**config.mk**
```make
export PLATFORM = sky130hd
export DESIGN_NAME = grid_patch_index_generator
export DESIGN_NICKNAME = d
export VERILOG_FILES = /design/src/rtl/gpig_pkg.sv /design/src/rtl/gpig_walk.sv /design/src/rtl/gpig_emit.sv /design/src/rtl/grid_patch_index_generator.sv
export SDC_FILE = /design/constraint.sdc
export NUM_CORES = 1
export LEC_CHECK = 0
export BUFFER_PORTS_ARGS = -buffer_cell sky130_fd_sc_hd__buf_2
export CORE_ASPECT_RATIO = 0.9
export CORE_UTILIZATION = 53
export CTS_BUF_LIST = sky130_fd_sc_hd__clkbuf_8
export DETAILED_ROUTE_END_ITERATION = 10
export PLACE_DENSITY = 0.7
export SYNTH_ARGS = -nofsm -noshare
export SYNTH_HDL_FRONTEND = slang
export SYNTH_HIERARCHICAL = 1
export SYNTH_SLANG_ARGS = --single-unit
```
**constraint.sdc**
```tcl
create_clock -name clk -period 7.6 [get_ports clk]
set_clock_uncertainty 0.1 [all_clocks]
set_input_delay 1.52 -clock clk [delete_from_list [all_inputs] [get_ports clk]]
set_output_delay 1.52 -clock clk [all_outputs]
set_load 0.02 [all_outputs]
```
**src/rtl/gpig_pkg.sv**
```systemverilog
`timescale 1ns / 1ps
// ----------------------------------------------------------------------------
// gpig_pkg - grid patch index generator shared definitions
// Register indexes, field widths and point counts of the quad index runs.
// ----------------------------------------------------------------------------
package gpig_pkg;

    // Field widths fixed by the interface
    localparam int REG_W   = 8;
    localparam int INDEX_W = 16;
    localparam int SLOT_W  = 4;
    localparam int CFG_IDX_W = 2;

    // Number of indices in one quad run
    localparam logic [SLOT_W-1:0] TRI_POINTS   = 4'd6;
    localparam logic [SLOT_W-1:0] PATCH_POINTS = 4'd12;

    // Configuration register indexes
    typedef enum logic [CFG_IDX_W-1:0] {
        CFG_QUAD_ROWS    = 2'd0,
        CFG_QUAD_COLUMNS = 2'd1,
        CFG_PATCH_MODE   = 2'd2
    } cfg_index_t;

    // Output ordering modes
    localparam logic MODE_TRIANGLES = 1'b0;
    localparam logic MODE_PATCH     = 1'b1;

    // Reset values of the configuration registers
    localparam logic [REG_W-1:0] QUAD_ROWS_RESET    = 8'd1;
    localparam logic [REG_W-1:0] QUAD_COLUMNS_RESET = 8'd1;

endpackage

```
**src/rtl/gpig_walk.sv**
```systemverilog
`timescale 1ns / 1ps
// ----------------------------------------------------------------------------
// gpig_walk - quad position walker
// Holds the current quad position, resolves restart and out-of-grid cases,
// and prepares the clamped neighbour coordinates of the quad being issued.
// ----------------------------------------------------------------------------
module gpig_walk
    import gpig_pkg::*;
#(
    parameter int MAX_SIDE = 255,
    localparam int SIDE_W  = $clog2(MAX_SIDE + 1)
)
(
    input  logic              clk,
    input  logic              rst_n,
    input  logic              load,
    input  logic              restart,
    input  logic [REG_W-1:0]  quad_rows,
    input  logic [REG_W-1:0]  quad_columns,
    output logic [SIDE_W-1:0] row,
    output logic [SIDE_W-1:0] row_p1,
    output logic [SIDE_W-1:0] row_p2,
    output logic [SIDE_W-1:0] row_m1,
    output logic [SIDE_W-1:0] col,
    output logic [SIDE_W-1:0] col_p1,
    output logic [SIDE_W-1:0] col_p2,
    output logic [SIDE_W-1:0] col_m1,
    output logic [SIDE_W:0]   per_row,
    output logic              grid_end
);

    localparam int WIDE_W = (SIDE_W > REG_W) ? SIDE_W : REG_W;

    // Effective grid side: zero acts as one, large values saturate
    function automatic logic [SIDE_W-1:0] eff_size(input logic [REG_W-1:0] v);
        logic [WIDE_W-1:0] wide;
        wide = WIDE_W'(v);
        if (v == '0)
            eff_size = SIDE_W'(1);
        else if (wide > WIDE_W'(MAX_SIDE))
            eff_size = SIDE_W'(MAX_SIDE);
        else
            eff_size = SIDE_W'(wide);
    endfunction

    logic [SIDE_W-1:0] cur_row_reg, cur_row_next;
    logic [SIDE_W-1:0] cur_col_reg, cur_col_next;
    logic [SIDE_W-1:0] rows_eff, cols_eff;
    logic [SIDE_W:0]   row_p2_wide, col_p2_wide;
    logic              rewind;

    // Resolve the position of the quad to issue
    always_comb
    begin
        rows_eff = eff_size(quad_rows);
        cols_eff = eff_size(quad_columns);
        rewind   = restart || (cur_row_reg >= rows_eff) || (cur_col_reg >= cols_eff);
        row      = rewind ? '0 : cur_row_reg;
        col      = rewind ? '0 : cur_col_reg;
        row_p1   = row + SIDE_W'(1);
        col_p1   = col + SIDE_W'(1);
        row_m1   = (row == '0) ? '0 : row - SIDE_W'(1);
        col_m1   = (col == '0) ? '0 : col - SIDE_W'(1);
        row_p2_wide = {1'b0, row} + (SIDE_W + 1)'(2);
        col_p2_wide = {1'b0, col} + (SIDE_W + 1)'(2);
        row_p2   = (row_p2_wide > {1'b0, rows_eff}) ? rows_eff : row_p2_wide[SIDE_W-1:0];
        col_p2   = (col_p2_wide > {1'b0, cols_eff}) ? cols_eff : col_p2_wide[SIDE_W-1:0];
        per_row  = {1'b0, cols_eff} + (SIDE_W + 1)'(1);
        grid_end = (row_p1 == rows_eff) && (col_p1 == cols_eff);
    end

    // Advance in row-major order, wrap after the last quad
    always_comb
    begin
        if (col_p1 >= cols_eff)
        begin
            cur_col_next = '0;
            cur_row_next = (row_p1 >= rows_eff) ? '0 : row_p1;
        end
        else
        begin
            cur_col_next = col_p1;
            cur_row_next = row;
        end
    end

    // Hold the walk position
    always_ff @(posedge clk or negedge rst_n)
    begin
        if (!rst_n)
        begin
            cur_row_reg <= '0;
            cur_col_reg <= '0;
        end
        else if (load)
        begin
            cur_row_reg <= cur_row_next;
            cur_col_reg <= cur_col_next;
        end
    end

endmodule

```
**src/rtl/gpig_emit.sv**
```systemverilog
`timescale 1ns / 1ps
// ----------------------------------------------------------------------------
// gpig_emit - quad index emitter
// Holds one quad, steps a slot counter over its index run and forms one
// vertex index per cycle into the output register unless it is stalled.
// ----------------------------------------------------------------------------
module gpig_emit
    import gpig_pkg::*;
#(
    parameter int MAX_SIDE = 255,
    localparam int SIDE_W  = $clog2(MAX_SIDE + 1)
)
(
    input  logic               clk,
    input  logic               rst_n,
    input  logic               load,
    input  logic               mode,
    input  logic [SIDE_W-1:0]  row,
    input  logic [SIDE_W-1:0]  row_p1,
    input  logic [SIDE_W-1:0]  row_p2,
    input  logic [SIDE_W-1:0]  row_m1,
    input  logic [SIDE_W-1:0]  col,
    input  logic [SIDE_W-1:0]  col_p1,
    input  logic [SIDE_W-1:0]  col_p2,
    input  logic [SIDE_W-1:0]  col_m1,
    input  logic [SIDE_W:0]    per_row,
    input  logic               grid_end,
    output logic               take,
    output logic               out_valid,
    input  logic               out_ready,
    output logic [INDEX_W-1:0] vertex_index,
    output logic [SLOT_W-1:0]  slot,
    output logic               last_of_quad,
    output logic               last_of_grid
);

    localparam int PROD_W = 2 * SIDE_W + 1;

    // Held quad
    logic              busy_reg;
    logic              mode_reg;
    logic [SIDE_W-1:0] row_reg, row_p1_reg, row_p2_reg, row_m1_reg;
    logic [SIDE_W-1:0] col_reg, col_p1_reg, col_p2_reg, col_m1_reg;
    logic [SIDE_W:0]   per_row_reg;
    logic              grid_end_reg;
    logic [SLOT_W-1:0] slot_reg;

    // Output word
    logic               out_valid_reg;
    logic [INDEX_W-1:0] index_reg;
    logic [SLOT_W-1:0]  slot_out_reg;
    logic               last_quad_reg;
    logic               last_grid_reg;

    logic              step;
    logic              final_slot;
    logic [SIDE_W-1:0] sel_row, sel_col;
    logic [PROD_W-1:0] vertex_full;

    // Advance when the output register is free or being drained
    assign step       = busy_reg && (!out_valid_reg || out_ready);
    assign final_slot = (slot_reg == ((mode_reg == MODE_PATCH) ? PATCH_POINTS - 4'd1
                                                               : TRI_POINTS - 4'd1));
    assign take       = !busy_reg || (step && final_slot);

    // Pick the vertex coordinate for the current slot
    always_comb
    begin
        sel_row = row_reg;
        sel_col = col_reg;
        if (mode_reg == MODE_TRIANGLES)
        begin
            case (slot_reg)
                4'd0:    begin sel_row = row_reg;    sel_col = col_reg;    end
                4'd1:    begin sel_row = row_reg;    sel_col = col_p1_reg; end
                4'd2:    begin sel_row = row_p1_reg; sel_col = col_reg;    end
                4'd3:    begin sel_row = row_p1_reg; sel_col = col_reg;    end
                4'd4:    begin sel_row = row_reg;    sel_col = col_p1_reg; end
                default: begin sel_row = row_p1_reg; sel_col = col_p1_reg; end
            endcase
        end
        else
        begin
            case (slot_reg)
                4'd0:    begin sel_row = row_reg;    sel_col = col_reg;    end
                4'd1:    begin sel_row = row_reg;    sel_col = col_p1_reg; end
                4'd2:    begin sel_row = row_p1_reg; sel_col = col_reg;    end
                4'd3:    begin sel_row = row_p1_reg; sel_col = col_p1_reg; end
                4'd4:    begin sel_row = row_p2_reg; sel_col = col_reg;    end
                4'd5:    begin sel_row = row_p2_reg; sel_col = col_p1_reg; end
                4'd6:    begin sel_row = row_reg;    sel_col = col_p2_reg; end
                4'd7:    begin sel_row = row_p1_reg; sel_col = col_p2_reg; end
                4'd8:    begin sel_row = row_m1_reg; sel_col = col_reg;    end
                4'd9:    begin sel_row = row_m1_reg; sel_col = col_p1_reg; end
                4'd10:   begin sel_row = row_reg;    sel_col = col_m1_reg; end
                default: begin sel_row = row_p1_reg; sel_col = col_m1_reg; end
            endcase
        end
    end

    // Linear vertex index: row times vertices per row plus column
    assign vertex_full = PROD_W'(sel_row) * PROD_W'(per_row_reg) + PROD_W'(sel_col);

    // Hold the quad and sequence its slots
    always_ff @(posedge clk or negedge rst_n)
    begin
        if (!rst_n)
        begin
            busy_reg <= 1'b0;
            slot_reg <= '0;
        end
        else if (load)
        begin
            busy_reg <= 1'b1;
            slot_reg <= '0;
        end
        else if (step)
        begin
            busy_reg <= !final_slot;
            slot_reg <= slot_reg + 4'd1;
        end
    end

    // Capture the quad description
    always_ff @(posedge clk)
    begin
        if (load)
        begin
            mode_reg     <= mode;
            row_reg      <= row;
            row_p1_reg   <= row_p1;
            row_p2_reg   <= row_p2;
            row_m1_reg   <= row_m1;
            col_reg      <= col;
            col_p1_reg   <= col_p1;
            col_p2_reg   <= col_p2;
            col_m1_reg   <= col_m1;
            per_row_reg  <= per_row;
            grid_end_reg <= grid_end;
        end
    end

    // Output valid flag
    always_ff @(posedge clk or negedge rst_n)
    begin
        if (!rst_n)
            out_valid_reg <= 1'b0;
        else if (step)
            out_valid_reg <= 1'b1;
        else if (out_ready)
            out_valid_reg <= 1'b0;
    end

    // Output word payload
    always_ff @(posedge clk)
    begin
        if (step)
        begin
            index_reg     <= INDEX_W'(vertex_full);
            slot_out_reg  <= slot_reg;
            last_quad_reg <= final_slot;
            last_grid_reg <= final_slot && grid_end_reg;
        end
    end

    assign out_valid    = out_valid_reg;
    assign vertex_index = index_reg;
    assign slot         = slot_out_reg;
    assign last_of_quad = last_quad_reg;
    assign last_of_grid = last_grid_reg;

endmodule

```
**src/rtl/grid_patch_index_generator.sv**
```systemverilog
`timescale 1ns / 1ps
// The first index of a quad is registered into the output register from the quad held in the emitter.
// Each word yields 6 indices in triangle mode, 12 in patch mode;
// the emitter forms one index a cycle while the output register is free or being drained.
// The next word is taken in the cycle the last index of the current quad is issued.
// Reset (asynchronous, active low): walk at quad 0, output empty, quad_rows = 1,
// quad_columns = 1, patch_mode = 0. No clearing pass.
// ----------------------------------------------------------------------------
// grid_patch_index_generator - grid quad index generator
// Walks the quads of a vertex grid in row-major order, one quad per input
// word, and emits the quad's triangle or twelve-point patch vertex indices.
// ----------------------------------------------------------------------------
module grid_patch_index_generator
    import gpig_pkg::*;
#(
    parameter int MAX_SIDE = 255
)
(
    input  logic                 clk,
    input  logic                 rst_n,
    input  logic                 wr_en,
    input  logic [CFG_IDX_W-1:0] wr_index,
    input  logic [REG_W-1:0]     wr_data,
    input  logic                 in_valid,
    output logic                 in_ready,
    input  logic                 restart,
    output logic                 out_valid,
    input  logic                 out_ready,
    output logic [INDEX_W-1:0]   vertex_index,
    output logic [SLOT_W-1:0]    slot,
    output logic                 last_of_quad,
    output logic                 last_of_grid
);

    localparam int SIDE_W = $clog2(MAX_SIDE + 1);

    logic [REG_W-1:0]  quad_rows_reg;
    logic [REG_W-1:0]  quad_columns_reg;
    logic              patch_mode_reg;
    logic              load;
    logic              take;
    logic [SIDE_W-1:0] row, row_p1, row_p2, row_m1;
    logic [SIDE_W-1:0] col, col_p1, col_p2, col_m1;
    logic [SIDE_W:0]   per_row;
    logic              grid_end;

    // Configuration registers
    always_ff @(posedge clk or negedge rst_n)
    begin
        if (!rst_n)
        begin
            quad_rows_reg    <= QUAD_ROWS_RESET;
            quad_columns_reg <= QUAD_COLUMNS_RESET;
            patch_mode_reg   <= MODE_TRIANGLES;
        end
        else if (wr_en)
        begin
            case (wr_index)
                CFG_QUAD_ROWS:    quad_rows_reg    <= wr_data;
                CFG_QUAD_COLUMNS: quad_columns_reg <= wr_data;
                CFG_PATCH_MODE:   patch_mode_reg   <= wr_data[0];
                default:          ;
            endcase
        end
    end

    // Take a word when the emitter is free or finishing its quad
    assign in_ready = take;
    assign load     = in_valid && take;

    gpig_walk #(
        .MAX_SIDE (MAX_SIDE)
    ) u_walk (
        .clk          (clk),
        .rst_n        (rst_n),
        .load         (load),
        .restart      (restart),
        .quad_rows    (quad_rows_reg),
        .quad_columns (quad_columns_reg),
        .row          (row),
        .row_p1       (row_p1),
        .row_p2       (row_p2),
        .row_m1       (row_m1),
        .col          (col),
        .col_p1       (col_p1),
        .col_p2       (col_p2),
        .col_m1       (col_m1),
        .per_row      (per_row),
        .grid_end     (grid_end)
    );

    gpig_emit #(
        .MAX_SIDE (MAX_SIDE)
    ) u_emit (
        .clk          (clk),
        .rst_n        (rst_n),
        .load         (load),
        .mode         (patch_mode_reg),
        .row          (row),
        .row_p1       (row_p1),
        .row_p2       (row_p2),
        .row_m1       (row_m1),
        .col          (col),
        .col_p1       (col_p1),
        .col_p2       (col_p2),
        .col_m1       (col_m1),
        .per_row      (per_row),
        .grid_end     (grid_end),
        .take         (take),
        .out_valid    (out_valid),
        .out_ready    (out_ready),
        .vertex_index (vertex_index),
        .slot         (slot),
        .last_of_quad (last_of_quad),
        .last_of_grid (last_of_grid)
    );

`ifndef NO_ASSERTIONS
    // End of grid only ever marks the end of a quad
    a_grid_end_is_quad_end: assert property (@(posedge clk) disable iff (!rst_n)
        out_valid && last_of_grid |-> last_of_quad)
        else $error("last_of_grid without last_of_quad");

    // A quad ends only at the final slot of either run length
    a_quad_end_slot: assert property (@(posedge clk) disable iff (!rst_n)
        out_valid && last_of_quad |->
            (slot == TRI_POINTS - 4'd1) || (slot == PATCH_POINTS - 4'd1))
        else $error("quad run ended at an unexpected slot");

    // Within a quad the slots follow one another without gaps
    a_slot_sequence: assert property (@(posedge clk) disable iff (!rst_n)
        out_valid && out_ready && !last_of_quad |=>
            out_valid && (slot == $past(slot) + 4'd1))
        else $error("slot sequence broken inside a quad");

    // No new word while the current quad still has indices to issue and is stalled
    a_no_take_when_stalled: assert property (@(posedge clk) disable iff (!rst_n)
        out_valid && !out_ready && !last_of_quad |-> !in_ready)
        else $error("input taken while a quad run is stalled");
`endif

endmodule
```
[Word-level counts from Yosys, hierarchy flattened]
Index checks and enable logic that the tools add are counted.
Operators by class
  muxes and demuxes: 24
  magnitude comparators: 8
  multipliers: 1
  add/subtract/negate cells: 9
  equality and inequality tests: 15
  reduce and logical (&&, ||, !) cells: 31
Operators by type and width (count)
  $mux W8: 15
  $pmux W8 S3: 2
  $ge A8 B8 Y1: 4
  $logic_not A8 Y1: 4
  $add A8 B2 Y9 const B: 2
  $gt A9 B8 Y1: 2
  $add A16 B8 Y16: 1
  $add A8 B1 Y8 const B: 2
  $eq A4 B3 Y1 const B: 4
  $eq A8 B8 Y1: 2
  $gt A8 B8 Y1 const B: 2
  $mul A8 B9 Y16: 1
  $sub A8 B1 Y8 const B: 2
  $eq A4 B4 Y1 const B: 3
  $mux W4: 3
  $reduce_or A4 Y1: 3
  $add A8 B1 Y9 const B: 1
  $eq A4 B2 Y1 const B: 2
  $reduce_and A2 Y1: 3
  $reduce_or A2 Y1: 3
  $reduce_or A3 Y1: 2
  $logic_and A1 B1 Y1: 5
  $add A4 B1 Y4 const B: 1
  $eq A4 B1 Y1 const B: 1
  other kinds (9): 18
Word-level totals
  output and inout bits: 24
  flip-flop bits (word level): 136
  logic and storage cells: 111

[Depth between registers and ports, before layout]
Gate-level depths: netlist (run 1).
  word-level depth: 11
  gate-level depth with buffers: 25

[Modules after synthesis]
Netlist (run 1), hierarchy kept.
Modules (own cells, without submodules)
  gpig_emit: cells each 554, area each 6687.7 µm², times used 1
  gpig_walk: cells each 444, area each 3248.1 µm², times used 1
  grid_patch_index_generator: cells each 38, area each 663.1 µm², times used 1

[Worst setup path before layout (run 1)]
No wires, ideal clock.
  path type: register to register
  start point: register u_emit.slot_reg[1]
  end point: register u_emit.index_reg[15] (netlist: u_emit/vertex_index[15]), data pin
  setup time: 266 ps
  data required time: 7234 ps
  data arrival time: 5337 ps
  setup slack: 1897 ps
  stages on the path, launching flop included: 23
  clock period less this slack: 5703 ps
  path through: dfrtp_1 > inv_1 > ha_1 > nand2b_4 > a21oi_1 > buf_4 > nor3_1 > a211oi_2 > nand2_1 > fa_1 > fa_1 > inv_1 > fa_1 > inv_1 > fa_1 > inv_1 > ha_1 > o21a_1 > o31a_1 > nor4_1 > o31ai_1 > o41ai_1 > xnor2_1
On the way
  cells in the longest elaborated chain, start to end: 6
  elaborated cells between the ends (all ways): 27
  classes of those cells: add/sub (1); mul (1); eq/ne (10); mux (6); reduce/logical (9)
Ends and longest elaborated chain
  from (decl): line gpig_emit.sv:46  | logic [SLOT_W-1:0] slot_reg;
  from (signal assigned): line gpig_emit.sv:120  | slot_reg <= slot_reg + 4'd1;
  $eq A4 B4 Y1, or another cell as far along: line gpig_emit.sv:84  | case (slot_reg)
  $reduce_or A4 Y1 (no line), or another cell as far along
  $pmux W8 S3 / $mux W8 (equally long branches): line gpig_emit.sv:84, gpig_emit.sv:73
  $mux W8: line gpig_emit.sv:71  | if (mode_reg == MODE_TRIANGLES)
  $mul A8 B9 Y16: line gpig_emit.sv:102  | assign vertex_full = PROD_W'(sel_row) * PROD_W'(per_row_reg) + PROD_W'(sel_col);
  $add A16 B8 Y16 *: line gpig_emit.sv:102
  named net u_emit.vertex_full[15]: line gpig_emit.sv:58  | logic [PROD_W-1:0] vertex_full;
  to (signal assigned): line gpig_emit.sv:159  | index_reg <= INDEX_W'(vertex_full);
  to (decl): line gpig_emit.sv:50  | logic [INDEX_W-1:0] index_reg;
The timed path passes the listed nets; every way through them passes the cells marked *.
A chain may end at the register's enable or synchronous reset.

[Final worst setup path (run 1)]
  start point: register u_emit.slot_reg[0]
  end point: register u_emit.index_reg[15] (netlist: u_emit/vertex_index[15]), data pin
The elaborated chain is that of the path after synthesis.

==> metrics.csv, run 1 <==
metric;value;unit
result of the run;finished clean;
CP bufs+invs;5;
share of cells above drive strength 1;12.0;%
core area;19400;sq um
met1 WL;11100;um
Top delay family on crit path;adder cells;
Top Ports;40;
total die area;20600;sq um
FMAX;151;MHz
Critical Path Sink Type;flop;
initial antenna violation count;0;
synthesized area;10600;sq um
CP max-delay cell;nor2_1;
Post-DRT Antenna Nets;0;
WP data required;7.69;ns
fillers;1639;
Max transition margin;29.9;%
Via Count;7685;
# Post-CTS Setup Buffers;0;
top area cells in the synthesized netlist;edfxtp_1, ha_1, fa_1, dfrtp_1, inv_1;
Mapped Cells;1036;
most frequent CP cell;inv_1;
kind of critical path;flop to flop;
Sequential Area;3890;sq um
clk root buf;clkbuf_8;
ANT cells;0;
critical-path cell list;inv_1 -> ha_1 -> nor2_1 -> a22oi_2 -> o221ai_1 -> o21ai_1 -> and2_1 -> fa_1 -> inv_1 -> fa_1 -> inv_1 -> fa_1 -> inv_1 -> fa_1 -> inv_1 -> ha_1 -> o21a_1 -> o31a_1 -> nor4_1 -> o31ai_1 -> o41ai_1 -> xnor2_1;
number of enable flip-flop cells after synthesis;97;
DR WL met2;11100;um
largest family of logic cells by synthesized area;adder cells;
Resize count post-CTS;0;
post-layout min period;6.64;ns
H-tree Lvls;4;
site row count;48;
Main synth FF type;edfxtp_1;
Final GP Congestion;0.914;
Tcrit/Tclk final;87.3;%
Critical Path Source Type;flop;
Largest register FFs;16;
vias in the first global route;7453;
drt first pass iters;5;
Layout area overhead;8.05;%
adder-cell area share of the yosys netlist;20.8;%
Worst Path Max Fanout;14;
total grt overflow;0;
Final Setup Violations;0;
DR top layer;met4;
routed wire length;23800;um
post-synthesis simple-gate area fraction;15.4;%
largest net degree at the start of global routing;79;
wire length per cell;17.8;um
CP peak stage delay;0.68;ns
compound-gate portion of the synthesized area;12.8;%
final setup TNS;0;ns
Die Y;136;um
total track usage;24.8;%
Met3 Wirelength;1230;um
worst-skew pair later-pin latency;0.45;ns
Slew @ Worst Pin;1.05;ns
placed cell areas;11000;sq um
CTS buffer count;17;
xor/xnor share of the synthesized area;3.47;%
top cell type's share of synthesized area;27.5;%
Seq cells post-synth;136;
DR vias/cell;5.77;
sequential area share after synthesis;36.7;%
Synth cell types;77;
clock-pin slew on the worst setup and hold paths;0.08;ns
RSZ-0062 raised after global routing;false;
FFs w/ async S/R, synth;28.7;%
Starting DRT DRC Count;546;
proportion of synthesized area in mux cells;4.97;%
CTS Hold Bufs;0;
clk sink count;136;
PortBufs;39;
Residual DRC;0;
Final #Nets;1232;
wire length of the first global-routing pass;38900;um
YS warnings;6;
footprint of the multi-input gates;6100;sq um
Layout Cell Area excl Fill;11500;sq um
TritonCTS clock tree;yes;
arrival time at the worst endpoint;6.72;ns
Final HPWL DP;18100;um
clk buf depth;2;
Starting Density;54.6;%
Worst Hold Class;flop to flop;
Slew Limit Fails;0;
maxcap violations;0;
Net Count, Synth;1199;
final hold violation count;0;
top cell type by total area after synthesis;edfxtp_1;
Synth Area per Inst;10.2;sq um
Chip Width;151;um
[logic make-up after synthesis]
logic type	after synthesis
and+or+nand+nor	317
AOI/OAI and AO/OA	189
buffers and inverters	156
adders and majority gates	147
DFF	136
muxes	49
xor gates and xnor gates	42
[worst paths after layout]
| kind | slack [ns] | to | cells after the start | start |
|---|---|---|---|---|
| setup / recovery | 0.96 | u_emit/vertex_index[15]$_DFFE_PP_ | 22 | u_emit/slot_reg[0]$_DFFE_PN0P_ |
| hold reg to reg | 0.38 | u_emit/out_valid$_DFFE_PN0P_ | 1 | u_emit/busy_reg$_DFFE_PN0P_ |
| min in group asynchronous | 1.11 | u_walk/cur_row_reg[6]$_DFFE_PN0P_ | 1 | rst_n |
| max in group asynchronous | 5.69 | u_walk/cur_col_reg[1]$_DFFE_PN0P_ | 1 | rst_n |
| setup reg to reg | 0.96 | u_emit/vertex_index[15]$_DFFE_PP_ | 22 | u_emit/slot_reg[0]$_DFFE_PN0P_ |
| hold / removal | 0.38 | u_emit/out_valid$_DFFE_PN0P_ | 1 | u_emit/busy_reg$_DFFE_PN0P_ |
[per-stage QoR]
| step | std cells | util (%) | hold slack, ns | setup slack [ns] |
|---|---|---|---|---|
| 6_report | 1332 | 59.0 | 0.376 | 0.965 |
| 5_1_grt | 1332 | 59.0 | 0.397 | 0.508 |
| 3_3_place_gp | 1300 | 56.8 | 0.353 | 1.13 |
| 3_5_place_dp | 1300 | 56.8 | 0.362 | 1.03 |
| 2_1_floorplan | 1036 | - | 0.319 | 1.90 |
| 4_1_cts | 1332 | 59.0 | 0.380 | 0.996 |
[layer usage]
| layer | up-vias | global-route usage [%] |
|---|---|---|
| met5 | - | 0 |
| met4 | 0 | 5.94 |
| met3 | 27 | 4.26 |
| met2 | 228 | 39.8 |
| met1 | 3725 | 34.8 |
| li1 | 3705 | - |
[synth_stat cells (16+ instances only)]
cell	instances
inv_1	122
edfxtp_1	97
mux2i_1	20
mux2_2	29
and2_1	53
nand3_1	29
nor2_1	77
clkbuf_1	22
dfrtp_1	37
o21ai_0	37
a22o_1	16
a21oi_1	39
nand2_1	68
ha_1	98
xnor2_1	34
fa_1	49
[cells in the final DEF, fill, tap and decap left out, drive strengths merged, types with 6 or more instances in the layout]
master  instances
nand3          29
a22o           16
a221o           6
inv           127
o21a           14
mux2i          20
nor2b          11
buf            46
nor4            7
and2           54
xnor2          34
nand2b          9
nand4           7
and3           15
a21oi          43
a22oi           9
nor3           16
nor2           77
fa             49
a211oi         11
dfrtp          37
clkbuf         18
o21ai          41
mux2           29
o211ai          6
nand2          69
xor2            8
edfxtp         97
ha             98
[cell type report]
class	instances	share of cell area, %
well taps	250	2.73
flip-flops and latches	136	34.0
clock buffers	18	2.16
clock inverters	14	1.62
inverters	124	4.06
multi-input cells	744	53.3
repair buffers	46	2.16
[worst register-to-register path, cell delays in order, from the launching register on]
cell and delay (ns):
dfrtp_1 0.48, inv_1 0.10, ha_1 0.26, nor2_1 0.68, a22oi_2 0.29, o221ai_1 0.26, o21ai_1 0.23, and2_1 0.26
fa_1 0.53, inv_1 0.05, fa_1 0.48, inv_1 0.05, fa_1 0.53, inv_1 0.05, fa_1 0.52, inv_1 0.04
ha_1 0.33, o21a_1 0.12, o31a_1 0.12, nor4_1 0.30, o31ai_1 0.17, o41ai_1 0.33, xnor2_1 0.10
Power of run 1 is left out: the tool's default activity adds up to more than one toggle a clock period on the data nets, which glitch-free logic cannot reach.
==> run 2, diff against run 1 <==
--- a/config.mk
+++ b/config.mk
@@ -6,11 +6,13 @@
 export NUM_CORES = 1
 export LEC_CHECK = 0
 export BUFFER_PORTS_ARGS = -buffer_cell sky130_fd_sc_hd__buf_2
+export CELL_PAD_IN_SITES_DETAIL_PLACEMENT = 0
+export CELL_PAD_IN_SITES_GLOBAL_PLACEMENT = 1
 export CORE_ASPECT_RATIO = 0.9
-export CORE_UTILIZATION = 53
+export CORE_UTILIZATION = 52
 export CTS_BUF_LIST = sky130_fd_sc_hd__clkbuf_8
 export DETAILED_ROUTE_END_ITERATION = 10
-export PLACE_DENSITY = 0.7
+export PLACE_DENSITY_LB_ADDON = 0.1
 export SYNTH_ARGS = -nofsm -noshare
 export SYNTH_HDL_FRONTEND = slang
 export SYNTH_HIERARCHICAL = 1
==> run 2 against run 1 <==
The run now ends with DRC left; worst hold slack improved by 0.0030 ns; global-route usage shrank 0.52 points; setup slack got worse by 0.13 ns; sequential share of layout area shrank 0.16 points; clock-buffer cell count fell by 1; critical endpoint unchanged.
==> metrics.csv, run 2 (synthesis results as in run 1) <==
metric;value;unit
Residual DRC;4;
kind of critical path;flop to flop;
clock-pin slew on the worst setup and hold paths;0.08;ns
ANT cells;0;
H-tree Lvls;4;
Tcrit/Tclk final;89.1;%
Post-DRT Antenna Nets;0;
Worst R2R Setup Slack;0.83;ns
Slew @ Worst Pin;0.988;ns
Final #Nets;1234;
share of cells above drive strength 1;12.2;%
Starting DRT DRC Count;493;
Final GP Congestion;0.881;
CTS Hold Bufs;0;
routed wire length;24200;um
site row count;49;
RR Endpoint;u_emit/vertex_index[15]$_DFFE_PP_;
drt first pass iters;10;
failing checks;DRC;
WP data required;7.70;ns
initial antenna violation count;0;
total grt overflow;0;
Slew Limit Fails;0;
final setup TNS;0;ns
wire length per cell;18.1;um
launch point of the worst path;u_emit/slot_reg[0]$_DFFE_PN0P_;
most frequent cells in the layout;inv_1, ha_1, edfxtp_1;
Chip Width;152;um
wire length of the first global-routing pass;39100;um
Starting Density;53.0;%
final hold violation count;0;
clk root buf;clkbuf_8;
clk sink count;136;
Worst Path Max Fanout;13;
TritonCTS clock tree;yes;
arrival time at the worst endpoint;6.87;ns
Top Ports;40;
most common cell after layout, fill and taps aside;inv_1;
maxcap violations;0;
Via Count;7574;
DR vias/cell;5.66;
total track usage;24.3;%
# Post-CTS Setup Buffers;0;
Layout area overhead;8.56;%
Resize count post-CTS;0;
Die Y;137;um
reg2reg path depth;22;
Worst Setup EP;u_emit/vertex_index[15]$_DFFE_PP_;
PortBufs;39;
RSZ-0062 raised after global routing;false;
total die area;21000;sq um
vias in the first global route;7222;
Max transition margin;34.2;%
Worst Hold Class;flop to flop;
Final Setup Violations;0;
r2r startpoint;u_emit/slot_reg[0]$_DFFE_PN0P_;
Largest register FFs;16;
Final HPWL DP;18500;um
FMAX;148;MHz
largest net degree at the start of global routing;69;
CTS buffer count;17;
Critical Path Source Type;flop;
Critical Path Sink Type;flop;
clk buf depth;2;
core area;20000;sq um
worst-skew pair later-pin latency;0.46;ns
post-layout min period;6.77;ns
result of the run;finished with violations;
## run 2: critical path: stages, from the launching register on
cell and delay (ns):
dfrtp_1 0.47, inv_1 0.12, ha_1 0.26, inv_1 0.09, a21oi_1 0.77, buf_4 0.26
mux2i_1 0.07, o21ai_1 0.42, nand2_1 0.15, fa_1 0.52, fa_1 0.54, inv_1 0.05
fa_1 0.53, inv_1 0.06, fa_1 0.52, inv_1 0.04, ha_1 0.33, o21a_1 0.12
o31a_1 0.13, nor4_1 0.31, o31ai_1 0.18, o41ai_1 0.36, xnor2_1 0.11
## run 2: layout make-up
class / instances / area [sq um]
multi-input cells: 744 / 6100
well taps: 255 / 319
flip-flops and latches: 136 / 3890
clock inverters: 15 / 231
repair buffers: 48 / 263
inverters: 124 / 465
fillers: 1747 / 8480
clock buffers: 17 / 234
## run 2: metrics by stage
step | instances | hold slack, ns | area [sq um] | utilization (%) | setup slack, ns
after floorplan | 1036 | 0.319 | 10600 | - | 1.90
after global placement | 1307 | 0.360 | 11000 | 55.2 | 0.977
after global routing | 1339 | 0.396 | 11500 | 57.6 | 0.418
final | 1339 | 0.379 | 11500 | 57.6 | 0.832
after detailed placement | 1307 | 0.361 | 11000 | 55.2 | 0.847
after CTS | 1339 | 0.383 | 11500 | 57.6 | 0.841
## run 2: worst min path at each step
stage,startpoint,depth (start not counted),endpoint
detailed placement,u_emit/busy_reg$_DFFE_PN0P_,1,u_emit/out_valid$_DFFE_PN0P_
finish,u_emit/busy_reg$_DFFE_PN0P_,1,u_emit/out_valid$_DFFE_PN0P_
global placement,u_emit/busy_reg$_DFFE_PN0P_,1,u_emit/out_valid$_DFFE_PN0P_
CTS,u_emit/busy_reg$_DFFE_PN0P_,1,u_emit/out_valid$_DFFE_PN0P_
global route,u_emit/busy_reg$_DFFE_PN0P_,1,u_emit/out_valid$_DFFE_PN0P_
floorplan,patch_mode_reg$_DFFE_PN0P_,0,u_emit/mode_reg$_DFFE_PP_
## run 2: per-layer routing
metal	vias up	track usage, %	share of wire (%)
li1	3707	-	-
met1	3675	33.8	49
met2	166	39.5	46
met3	26	4.66	3.8
met4	0	5.33	1.3
met5	-	0	0
Power of run 2 is left out for the same reason.
==> run 3, diff against run 2 <==
--- a/config.mk
+++ b/config.mk
@@ -9,7 +9,7 @@
 export CELL_PAD_IN_SITES_DETAIL_PLACEMENT = 0
 export CELL_PAD_IN_SITES_GLOBAL_PLACEMENT = 1
 export CORE_ASPECT_RATIO = 0.9
-export CORE_UTILIZATION = 52
+export CORE_UTILIZATION = 45
 export CTS_BUF_LIST = sky130_fd_sc_hd__clkbuf_8
 export DETAILED_ROUTE_END_ITERATION = 10
 export PLACE_DENSITY_LB_ADDON = 0.1
==> run 3 against run 2 <==
The flow now finishes without violations; cell area is 0.13% lower; highest routed layer is now met5; sequential share of layout area about the same; maximum frequency increased by 2.8%; die area is 15% higher; final cell count up 3.2%; worst hold slack improved by 0.014 ns; register-to-register slack gained 0.18 ns; critical path depth down 1; setup slack better by 0.18 ns; routed wire length increased by 6.0%; non-clock buffer count increased by 1.
==> metrics.csv, run 3 (synthesis results as in run 1) <==
metric;value;unit
result of the run;finished clean;
Worst Hold Class;flop to flop;
CTS Hold Bufs;0;
RSZ-0062 raised after global routing;false;
Via Count;7628;
Layout area overhead;8.42;%
fillers;2157;
Starting DRT DRC Count;488;
Sequential Area;3890;sq um
Critical Path Source Type;flop;
RR Endpoint;u_emit/vertex_index[15]$_DFFE_PP_;
PortBufs;39;
H-tree Lvls;4;
DR vias/cell;5.52;
reg2reg path depth;21;
largest net degree at the start of global routing;62;
ANT cells;0;
Tcrit/Tclk final;86.6;%
Max transition margin;32.2;%
site row count;52;
launch point of the worst path;u_emit/slot_reg[0]$_DFFE_PN0P_;
Resize count post-CTS;0;
Largest register FFs;16;
kind of critical path;flop to flop;
clk root buf;clkbuf_8;
Slew Limit Fails;0;
initial antenna violation count;2;
Post-DRT Antenna Nets;0;
fin util;50.5;%
Slew @ Worst Pin;1.01;ns
Final GP Congestion;0.909;
TritonCTS clock tree;yes;
Die Y;148;um
Final #Nets;1235;
Chip Width;164;um
arrival time at the worst endpoint;6.68;ns
CTS buffer count;17;
Hold Path Stages;1;
# Post-CTS Setup Buffers;0;
critical-path cell list;inv_1 -> ha_1 -> o21ai_0 -> a22oi_2 -> o221ai_1 -> o21ai_1 -> nand2_1 -> fa_1 -> fa_1 -> inv_1 -> fa_1 -> inv_1 -> fa_1 -> inv_1 -> ha_1 -> o21a_1 -> o31a_1 -> nor4_1 -> o31ai_1 -> o41ai_1 -> xnor2_1;
CP peak stage delay;0.54;ns
worst-skew pair later-pin latency;0.46;ns
r2r startpoint;u_emit/slot_reg[0]$_DFFE_PN0P_;
clk sink count;136;
total grt overflow;0;
FMAX;152;MHz
Final HPWL DP;19700;um
WP data required;7.70;ns
post-layout min period;6.58;ns
Starting Density;46.5;%
Worst Path Max Fanout;10;
Final Setup Violations;0;
drt first pass iters;5;
Worst R2R Setup Slack;1.02;ns
CP max-delay cell;fa_1;
footprint of the multi-input gates;6100;sq um
most common cell after layout, fill and taps aside;inv_1;
total die area;24200;sq um
final setup TNS;0;ns
Top Ports;40;
total track usage;22.5;%
most frequent cells in the layout;inv_1, ha_1, edfxtp_1;
wire length per cell;18.6;um
Residual DRC;0;
hold slack;0.394;ns
routed wire length;25600;um
Critical Path Sink Type;flop;
clk buf depth;2;
maxcap violations;0;
clock-pin slew on the worst setup and hold paths;0.09;ns
Worst Setup EP;u_emit/vertex_index[15]$_DFFE_PP_;
share of cells above drive strength 1;12.4;%
wire length of the first global-routing pass;41200;um
final hold violation count;0;
vias in the first global route;7397;
core area;22800;sq um
## run 3: cell types whose count changed in the layout (fill, tap and decap cells not counted)
| cell | before | now |
|---|---|---|
| clkinv_4 | 1 | 5 |
| bufinv_16 | 6 | 2 |
| buf_4 | 9 | 10 |
| inv_6 | 1 | 0 |
| clkinv_1 | 3 | 1 |
| clkinvlp_4 | 1 | 3 |
| inv_8 | 0 | 1 |
## run 3: worst min-delay path by stage
stage                                startpoint                      endpoint
floorplan            patch_mode_reg$_DFFE_PN0P_     u_emit/mode_reg$_DFFE_PP_
global placement    u_emit/busy_reg$_DFFE_PN0P_  u_emit/out_valid$_DFFE_PN0P_
detailed placement  u_emit/busy_reg$_DFFE_PN0P_  u_emit/out_valid$_DFFE_PN0P_
CTS                 u_emit/busy_reg$_DFFE_PN0P_  u_emit/out_valid$_DFFE_PN0P_
global route        u_emit/busy_reg$_DFFE_PN0P_  u_emit/out_valid$_DFFE_PN0P_
finish              u_emit/busy_reg$_DFFE_PN0P_  u_emit/out_valid$_DFFE_PN0P_
## run 3: layout make-up
class	count	area share, %
sequential	136	33.9
multi-input combinational	744	53.1
timing repair buffer	49	2.35
clock inverter	15	1.36
clock buffer	17	2.04
tap	297	3.23
inverter	124	4.05
## run 3: per-layer routing
layer	track usage (%)	share of wire, %
met5	0	0.11
met4	7.27	1.9
met3	3.90	4.4
met2	34.3	45
met1	32.4	49
## run 3: stage by stage
step / setup slack [ns] / instance area (sq um) / instances
global route: 0.580 / 11500 / 1382
global placement: 0.999 / 11100 / 1350
detailed placement: 0.997 / 11100 / 1350
finish: 1.02 / 11500 / 1382
floorplan: 1.90 / 10600 / 1036
CTS: 0.967 / 11500 / 1382
## run 3: worst max-delay path, delay by kind of cell (launching register included)
family	cells	cell delay [ns]
XOR/XNOR	1	0.10
AND/OR/NAND/NOR	2	0.51
AO/OA/AOI/OAI	8	2.06
flip-flops	1	0.47
buffers and inverters	4	0.26
adder cells (fa/ha/maj)	6	2.83
Power of run 3 is left out for the same reason.
